File: config.mk
export PLATFORM = sky130hd
export DESIGN_NAME = tick_timer_bank_core
export DESIGN_NICKNAME = d
export VERILOG_FILES = /design/src/rtl/ttb_pkg.sv /design/src/rtl/ttb_timers.sv /design/src/rtl/tick_timer_bank_core.sv
export SDC_FILE = /design/constraint.sdc
export NUM_CORES = 2
export LEC_CHECK = 0
export BUFFER_PORTS_ARGS = -buffer_cell sky130_fd_sc_hd__buf_2
export CAP_MARGIN = 20
export CORE_UTILIZATION = 55
export CTS_CLUSTER_DIAMETER = 30
export DETAILED_ROUTE_END_ITERATION = 6
export GPL_TIMING_DRIVEN = 1
export PLACE_DENSITY = 0.75
export RECOVER_POWER = 50
export SLEW_MARGIN = 20
export SYNTH_ARGS = -nofsm -noshare
export SYNTH_HDL_FRONTEND = slang
export SYNTH_HIERARCHICAL = 1
export SYNTH_SLANG_ARGS = --single-unit
File: constraint.sdc
create_clock -name clock -period 3.9 [get_ports clock]
set_clock_uncertainty 0.15 [all_clocks]
set_input_delay 0.39 -clock clock [delete_from_list [all_inputs] [get_ports clock]]
set_output_delay 0.39 -clock clock [all_outputs]
set_load 0.02 [all_outputs]
File: src/rtl/ttb_pkg.sv
// shared types and constants for the tick timer bank
// no dependencies
package ttb_pkg;

   localparam int SLOT_W  = 3;
   localparam int VALUE_W = 32;
   localparam int TICKS_W = 32;
   localparam int MASK_W  = 8;

   localparam int DEF_NUM_TIMERS     = 8;
   localparam int DEF_NUM_COUNTERS   = 8;
   localparam int DEF_INTERVAL_WIDTH = 16;
   localparam int DEF_COUNT_WIDTH    = 32;

   typedef enum logic [1:0] {
      ACT_TICK  = 2'd0,
      ACT_START = 2'd1,
      ACT_LOAD  = 2'd2,
      ACT_READ  = 2'd3
   } action_type;

   // decoded command for one beat in the processing stage
   typedef struct packed {
      logic              tick;
      logic              start;
      logic [SLOT_W-1:0] slot;
   } timer_cmd_type;

endpackage

File: src/rtl/ttb_timers.sv
// periodic timers: remaining count and reload interval per timer, expiry mask
// depends on ttb_pkg
module ttb_timers #(
   parameter int NUM_TIMERS     = ttb_pkg::DEF_NUM_TIMERS,
   parameter int INTERVAL_WIDTH = ttb_pkg::DEF_INTERVAL_WIDTH
) (
   input  logic                      clock,
   input  logic                      reset,
   input  ttb_pkg::timer_cmd_type    cmd,
   input  logic [INTERVAL_WIDTH-1:0] start_value,
   output logic [NUM_TIMERS-1:0]     expired
);
   import ttb_pkg::*;

   logic [INTERVAL_WIDTH-1:0] remaining_ff [NUM_TIMERS];
   logic [INTERVAL_WIDTH-1:0] remaining_in [NUM_TIMERS];
   logic [INTERVAL_WIDTH-1:0] reload_ff    [NUM_TIMERS];
   logic [INTERVAL_WIDTH-1:0] reload_in    [NUM_TIMERS];

   for (genvar i = 0; i < NUM_TIMERS; i++) begin : g_timer
      logic hit;
      assign hit = cmd.start && (32'(cmd.slot) == i);

      always_comb begin
         remaining_in[i] = remaining_ff[i];
         reload_in[i]    = reload_ff[i];
         expired[i]      = 1'b0;
         if (hit) begin
            remaining_in[i] = start_value;
            reload_in[i]    = start_value;
         end else if (cmd.tick) begin
            // zero means disabled
            if (remaining_ff[i] == INTERVAL_WIDTH'(1)) begin
               remaining_in[i] = reload_ff[i];
               expired[i]      = 1'b1;
            end else if (remaining_ff[i] != '0) begin
               remaining_in[i] = remaining_ff[i] - INTERVAL_WIDTH'(1);
            end
         end
      end

      always_ff @(posedge clock) begin
         if (reset) begin
            remaining_ff[i] <= '0;
            reload_ff[i]    <= '0;
         end else begin
            remaining_ff[i] <= remaining_in[i];
            reload_ff[i]    <= reload_in[i];
         end
      end
   end

endmodule

File: src/rtl/tick_timer_bank_core.sv
// top level of the tick timer bank: input stage, down-counters, result register
// depends on ttb_pkg and ttb_timers
//
// Each request beat is one action: tick, start a timer, load a down-counter or
// read a down-counter, and each gives exactly one response beat. The block takes
// one beat per clock while the response side keeps up; a beat is held in the
// input register, is processed as it moves into the response register, and shows
// on rsp_* from that register. All timers and down-counters update in parallel in
// that one step, so throughput is one beat per cycle while the response side keeps
// up; a stalled response holds the input stage, which then stalls the request side.
module tick_timer_bank_core #(
   parameter int NUM_TIMERS     = ttb_pkg::DEF_NUM_TIMERS,
   parameter int NUM_COUNTERS   = ttb_pkg::DEF_NUM_COUNTERS,
   parameter int INTERVAL_WIDTH = ttb_pkg::DEF_INTERVAL_WIDTH,
   parameter int COUNT_WIDTH    = ttb_pkg::DEF_COUNT_WIDTH
) (
   input  logic                         clock,
   input  logic                         reset,
   input  logic                         req_valid,
   output logic                         req_stall,
   input  logic [1:0]                   req_action,
   input  logic [ttb_pkg::SLOT_W-1:0]   req_slot,
   input  logic [ttb_pkg::VALUE_W-1:0]  req_value,
   output logic                         rsp_valid,
   input  logic                         rsp_stall,
   output logic [ttb_pkg::MASK_W-1:0]   rsp_expired_mask,
   output logic [ttb_pkg::TICKS_W-1:0]  rsp_now_ticks,
   output logic [ttb_pkg::VALUE_W-1:0]  rsp_counter_value,
   output logic                         rsp_counter_zero
);
   import ttb_pkg::*;

   localparam logic [63:0] IVL_MAX = {64{1'b1}} >> (64 - INTERVAL_WIDTH);
   localparam logic [63:0] CNT_MAX = {64{1'b1}} >> (64 - COUNT_WIDTH);

   // input stage
   logic               in_valid_ff;
   logic [1:0]         action_ff;
   logic [SLOT_W-1:0]  slot_ff;
   logic [VALUE_W-1:0] value_ff;

   // response stage
   logic               out_valid_ff;
   logic [MASK_W-1:0]  mask_ff;
   logic [TICKS_W-1:0] now_ff;
   logic [VALUE_W-1:0] cnt_value_ff;
   logic               cnt_zero_ff;

   // state
   logic [TICKS_W-1:0]     ticks_ff;
   logic [TICKS_W-1:0]     ticks_in;
   logic [COUNT_WIDTH-1:0] count_ff [NUM_COUNTERS];
   logic [COUNT_WIDTH-1:0] count_in [NUM_COUNTERS];

   logic                      out_ready;
   logic                      process;
   logic                      req_take;
   timer_cmd_type             cmd;
   logic                      do_load;
   logic [63:0]               value64;
   logic [INTERVAL_WIDTH-1:0] ivl_sat;
   logic [COUNT_WIDTH-1:0]    cnt_sat;
   logic [NUM_TIMERS-1:0]     expired;
   logic [31:0]               expired32;
   logic [COUNT_WIDTH-1:0]    sel_count;
   logic [63:0]               sel_count64;

   assign out_ready = !out_valid_ff || !rsp_stall;
   assign process   = in_valid_ff && out_ready;
   assign req_stall = in_valid_ff && !out_ready;
   assign req_take  = req_valid && !req_stall;

   always_comb begin
      cmd     = '0;
      do_load = 1'b0;
      case (action_type'(action_ff))
         ACT_TICK:  cmd.tick  = process;
         ACT_START: cmd.start = process;
         ACT_LOAD:  do_load   = process;
         ACT_READ:  ;
         default:   ;
      endcase
      cmd.slot = slot_ff;
   end

   assign value64 = 64'(value_ff);
   assign ivl_sat = (value64 > IVL_MAX) ? IVL_MAX[INTERVAL_WIDTH-1:0]
                                        : value64[INTERVAL_WIDTH-1:0];
   assign cnt_sat = (value64 > CNT_MAX) ? CNT_MAX[COUNT_WIDTH-1:0]
                                        : value64[COUNT_WIDTH-1:0];

   ttb_timers #(
      .NUM_TIMERS     (NUM_TIMERS),
      .INTERVAL_WIDTH (INTERVAL_WIDTH)
   ) u_timers (
      .clock       (clock),
      .reset       (reset),
      .cmd         (cmd),
      .start_value (ivl_sat),
      .expired     (expired)
   );

   assign ticks_in = cmd.tick ? ticks_ff + TICKS_W'(1) : ticks_ff;

   for (genvar i = 0; i < NUM_COUNTERS; i++) begin : g_counter
      always_comb begin
         count_in[i] = count_ff[i];
         if (do_load && (32'(slot_ff) == i)) begin
            count_in[i] = cnt_sat;
         end else if (cmd.tick && (count_ff[i] != '0)) begin
            count_in[i] = count_ff[i] - COUNT_WIDTH'(1);
         end
      end

      always_ff @(posedge clock) begin
         if (reset) begin
            count_ff[i] <= '0;
         end else begin
            count_ff[i] <= count_in[i];
         end
      end
   end

   // addressed counter after this beat, zero when the slot is out of range
   always_comb begin
      sel_count = '0;
      for (int i = 0; i < NUM_COUNTERS; i++) begin
         if (32'(slot_ff) == i) begin
            sel_count = count_in[i];
         end
      end
   end

   assign sel_count64 = 64'(sel_count);
   assign expired32   = 32'(expired);

   always_ff @(posedge clock) begin
      if (reset) begin
         in_valid_ff  <= 1'b0;
         out_valid_ff <= 1'b0;
         ticks_ff     <= '0;
      end else begin
         if (req_take) begin
            in_valid_ff <= 1'b1;
         end else if (process) begin
            in_valid_ff <= 1'b0;
         end
         if (process) begin
            out_valid_ff <= 1'b1;
         end else if (!rsp_stall) begin
            out_valid_ff <= 1'b0;
         end
         ticks_ff <= ticks_in;
      end
   end

   always_ff @(posedge clock) begin
      if (req_take) begin
         action_ff <= req_action;
         slot_ff   <= req_slot;
         value_ff  <= req_value;
      end
      if (process) begin
         mask_ff      <= expired32[MASK_W-1:0];
         now_ff       <= ticks_in;
         cnt_value_ff <= sel_count64[VALUE_W-1:0];
         cnt_zero_ff  <= (sel_count == '0);
      end
   end

   assign rsp_valid         = out_valid_ff;
   assign rsp_expired_mask  = mask_ff;
   assign rsp_now_ticks     = now_ff;
   assign rsp_counter_value = cnt_value_ff;
   assign rsp_counter_zero  = cnt_zero_ff;

endmodule

==> results by group <==
Setup path
  – CP required: 4.30 ns
  – CP Cell Sequence: nor4_2, buf_4, nand3_1, or4_1, buf_4, nand2_1, nand3b_1, o2111ai_2, a221oi_2, o31a_1, nor2_1, or4b_4, nor4_2
  – Worst-path maximum fanout: 7
  – Critical path arrival: 4.82 ns
  – R2R depth: 13
  – CP top delay family: simple AND/OR/NAND/NOR gates
  – R2R setup slack: -0.52 ns
  – WS Path Type: flop to flop
  – Buffers plus inverters on the worst setup path: 2
  – Kind of end point of the critical path: flop
  – Crit-path max cell delay: 0.68 ns
  – Critical-path top delay cell: or4_1
  – Reg2reg end: rsp_counter_zero
  – Reg2reg start: count_ff[0][27]
  – Startpoint Class: flop

STA
  – Slew @ Worst Pin: 2.69 ns
  – Hold Vio Cnt, Final: 0
  – FMAX: 0.226 GHz
  – Unrepaired setup endpoints after global routing: true
  – PnR worst setup slack: -0.518 ns
  – Period minus WS final: 4.42 ns
  – Final Max Slew Viols: 305
  – Max_slew headroom: -79.2%
  – Final period utilization: 113%
  – Final Setup Violations: 12

Placement
  – Post-DP HPWL: 126000 µm
  – Placed Instances: 6144
  – Post-DP Area: 44300 µm²
  – Global placement routability congestion: 1.17
  – I/O Buffers: 115

Worst hold path
  – Hold Crit Start: rsp_stall
  – Worst Hold Class: input port to flop
  – Min-Delay Endpoint: in_valid_ff
  – Hold Path Depth: 3

Finish
  – Nets: 5549
  – Area grow syn2layout: 33.6%
  – # fillers: 4610
  – Post-route non-filler standard cell count: 6454
  – Post-route cell area: 49700 µm²
  – Share of cells above drive strength 1: 22.8%

Global routing
  – Initial antenna violation count: 10
  – First-pass GRT wire length: 263000 µm
  – GRT Util Overall: 52.1%
  – Vias in the first global route: 41200
  – Largest net degree at the start of global routing: 193
  – GRT overflow: 0

Job
  – Max Cap Viol: 3

Drt
  – DRC: 15
  – Met2 wire len: 76000 µm
  – DR vias: 43700
  – Initial DRC Count: 6962
  – Antenna-violating nets left: 0
  – Final wirelength: 185000 µm
  – Drt via density: 6.78
  – Top Layer Used: met5
  – Post-Route M1 WL: 65900 µm
  – Met3 WL: 24700 µm
  – DRT Pass-1 Iters: 7
  – Average wire per standard cell: 28.6 µm

Die
  – Row cnt: 94
  – Die height: 262 µm
  – Full die area: 68700 µm²
  – Core footprint: 66300 µm²
  – Chip width: 262 µm
  – # IOs: 116
  – Initial Util: 56.1%

Synthesis
  – Library cells used by synthesis: 99
  – Primary FF master, synth: dfxtp_1
  – Synthesized area: 37200 µm²
  – YS warnings: 6
  – Net count after synthesis: 4728
  – Sequential fraction of the synthesis area: 38.3%
  – Async S/R FF share, synth: 0%
  – Post-synth top cells: nor2_1, nand2_1, dfxtp_1
  – Dominant cell type by area after synthesis: dfxtp_1
  – Post-synth top area share: 29.4%
  – Synth Register Bits: 656
  – Ranking of synthesized cells by area: dfxtp_1, edfxtp_1, nor2_1, nand2_1, xnor2_1
  – Gate Count Post-Synth: 4646
  – Mean Syn Cell Area: 8.01 µm²
  – Cell with the most instances after synthesis: nor2_1
  – EDFF count, synth: 110

Pwr
  – VDD IR max: 0.523 mV
  – Total power: 28100 µW
  – Leakage: 0.0204 µW
  – PwrDens: 566 nW/µm²

Clocking
  – H-Tree Level Count: 4
  – Clock slew at reported path FFs: 0.05 ns
  – Clock Sink Count: 656
  – CTS tree: built
  – Worst-case clock buffer depth: 3
  – Cts bufs inserted: 139
  – Root Driver: clkbuf_16
  – Clock latency on the worst-skew pair: 0.77 ns

Run status
  – Failing checks: design-rule violations, max-capacitance violations, max-slew violations, negative setup slack
  – Status: complete, but fails checks
[registers in the layout, summed over array words and instances, names as in the netlist, 2 cells and up]
register and cells:
value_ff 32, u_timers/reload_ff 128, slot_ff 3, count_ff 256, rsp_now_ticks 32, action_ff 2, rsp_expired_mask 8, u_timers/remaining_ff 128
rsp_counter_value 32, ticks_ff 32
[power by group]
part / total [µW] / switching (µW) / internal (µW) / leakage [µW]
clock: 11900 / 4390 / 7520 / 0.00229
sequential: 7700 / 429 / 7280 / 0.00545
combinational: 8490 / 4890 / 3610 / 0.0127
[per-stage QoR]
step / utilization [%] / worst slack [ns] / setup TNS [ns] / hold WS (ns)
2_1_floorplan: - / -0.110 / -0.110 / 0.283
3_3_place_gp: 66.7 / -0.447 / -0.577 / 0.289
3_5_place_dp: 66.7 / -0.457 / -0.608 / 0.295
4_1_cts: 74.8 / -0.291 / -0.291 / 0.0242
5_1_grt: 74.9 / -0.488 / -1.80 / 0.0289
6_report: 74.9 / -0.518 / -1.59 / 0.0349
[placed cells by master (no fill, tap or decap), types with 140 or more instances in the layout]
cell       count
a211oi_1     193
a21oi_1      276
buf_4        835
clkbuf_16    140
dfxtp_1      545
nand2_1      566
nor2_1       574
nor3_1       202
o21ai_0      168
xnor2_1      175
[logic make-up after synthesis]
| logic type | share of synthesized area, % |
|---|---|
| adder cells (fa/ha/maj) | 1.38 |
| XOR/XNOR | 7.25 |
| flip-flops | 38.3 |
| AO/OA/AOI/OAI | 20.8 |
| multiplexers | 0.841 |
| buffers and inverters | 4.26 |
| AND/OR/NAND/NOR | 27.2 |
[repair_timing]
item                       4_1_cts  5_1_grt
setup buffers                    3        3
pin swaps                       11       11
hold endpoints to repair        99        0
setup endpoints to repair        6       11
hold buffers                    40        0
gates resized for setup         27       39
cloned                           0        0
[worst min-delay path, delay by kind of cell]
kind	cells	cell delay [ns]
buf+inv	1	0.15
compound gates	1	0.13
simple gates	1	0.23
[final cells by class]
type / count / area (µm²) / share of cell area (%)
diodes: 7 / 17.5 / 0.0352
clock buffers: 180 / 3760 / 7.57
clock inverters: 77 / 1020 / 2.04
inverters: 61 / 229 / 0.461
multi-input cells: 3586 / 21800 / 43.8
flip-flops and latches: 656 / 14200 / 28.6
well taps: 864 / 1080 / 2.18
repair buffers: 1023 / 7570 / 15.2
[worst max path at each step]
stage / startpoint / end / slack (ns) / cells past startpoint
final: count_ff[0][27] / rsp_counter_zero / -0.52 / 13
after global routing: count_ff[0][27] / rsp_counter_zero / -0.49 / 14
after CTS: count_ff[0][41] / rsp_counter_zero / -0.29 / 12
after detailed placement: count_ff[1][97] / rsp_counter_zero / -0.46 / 14
after global placement: count_ff[0][64] / rsp_counter_zero / -0.45 / 13
after floorplan: count_ff[0][41] / rsp_counter_zero / -0.11 / 13
[per-layer routing]
| metal | up-vias | track usage (%) |
|---|---|---|
| met5 | - | 0 |
| met4 | 4 | 42.8 |
| met3 | 1037 | 17.4 |
| met2 | 3546 | 76.4 |
| met1 | 20500 | 61.9 |
| li1 | 18700 | - |
Note: power is estimated with default switching activity, not from simulation.
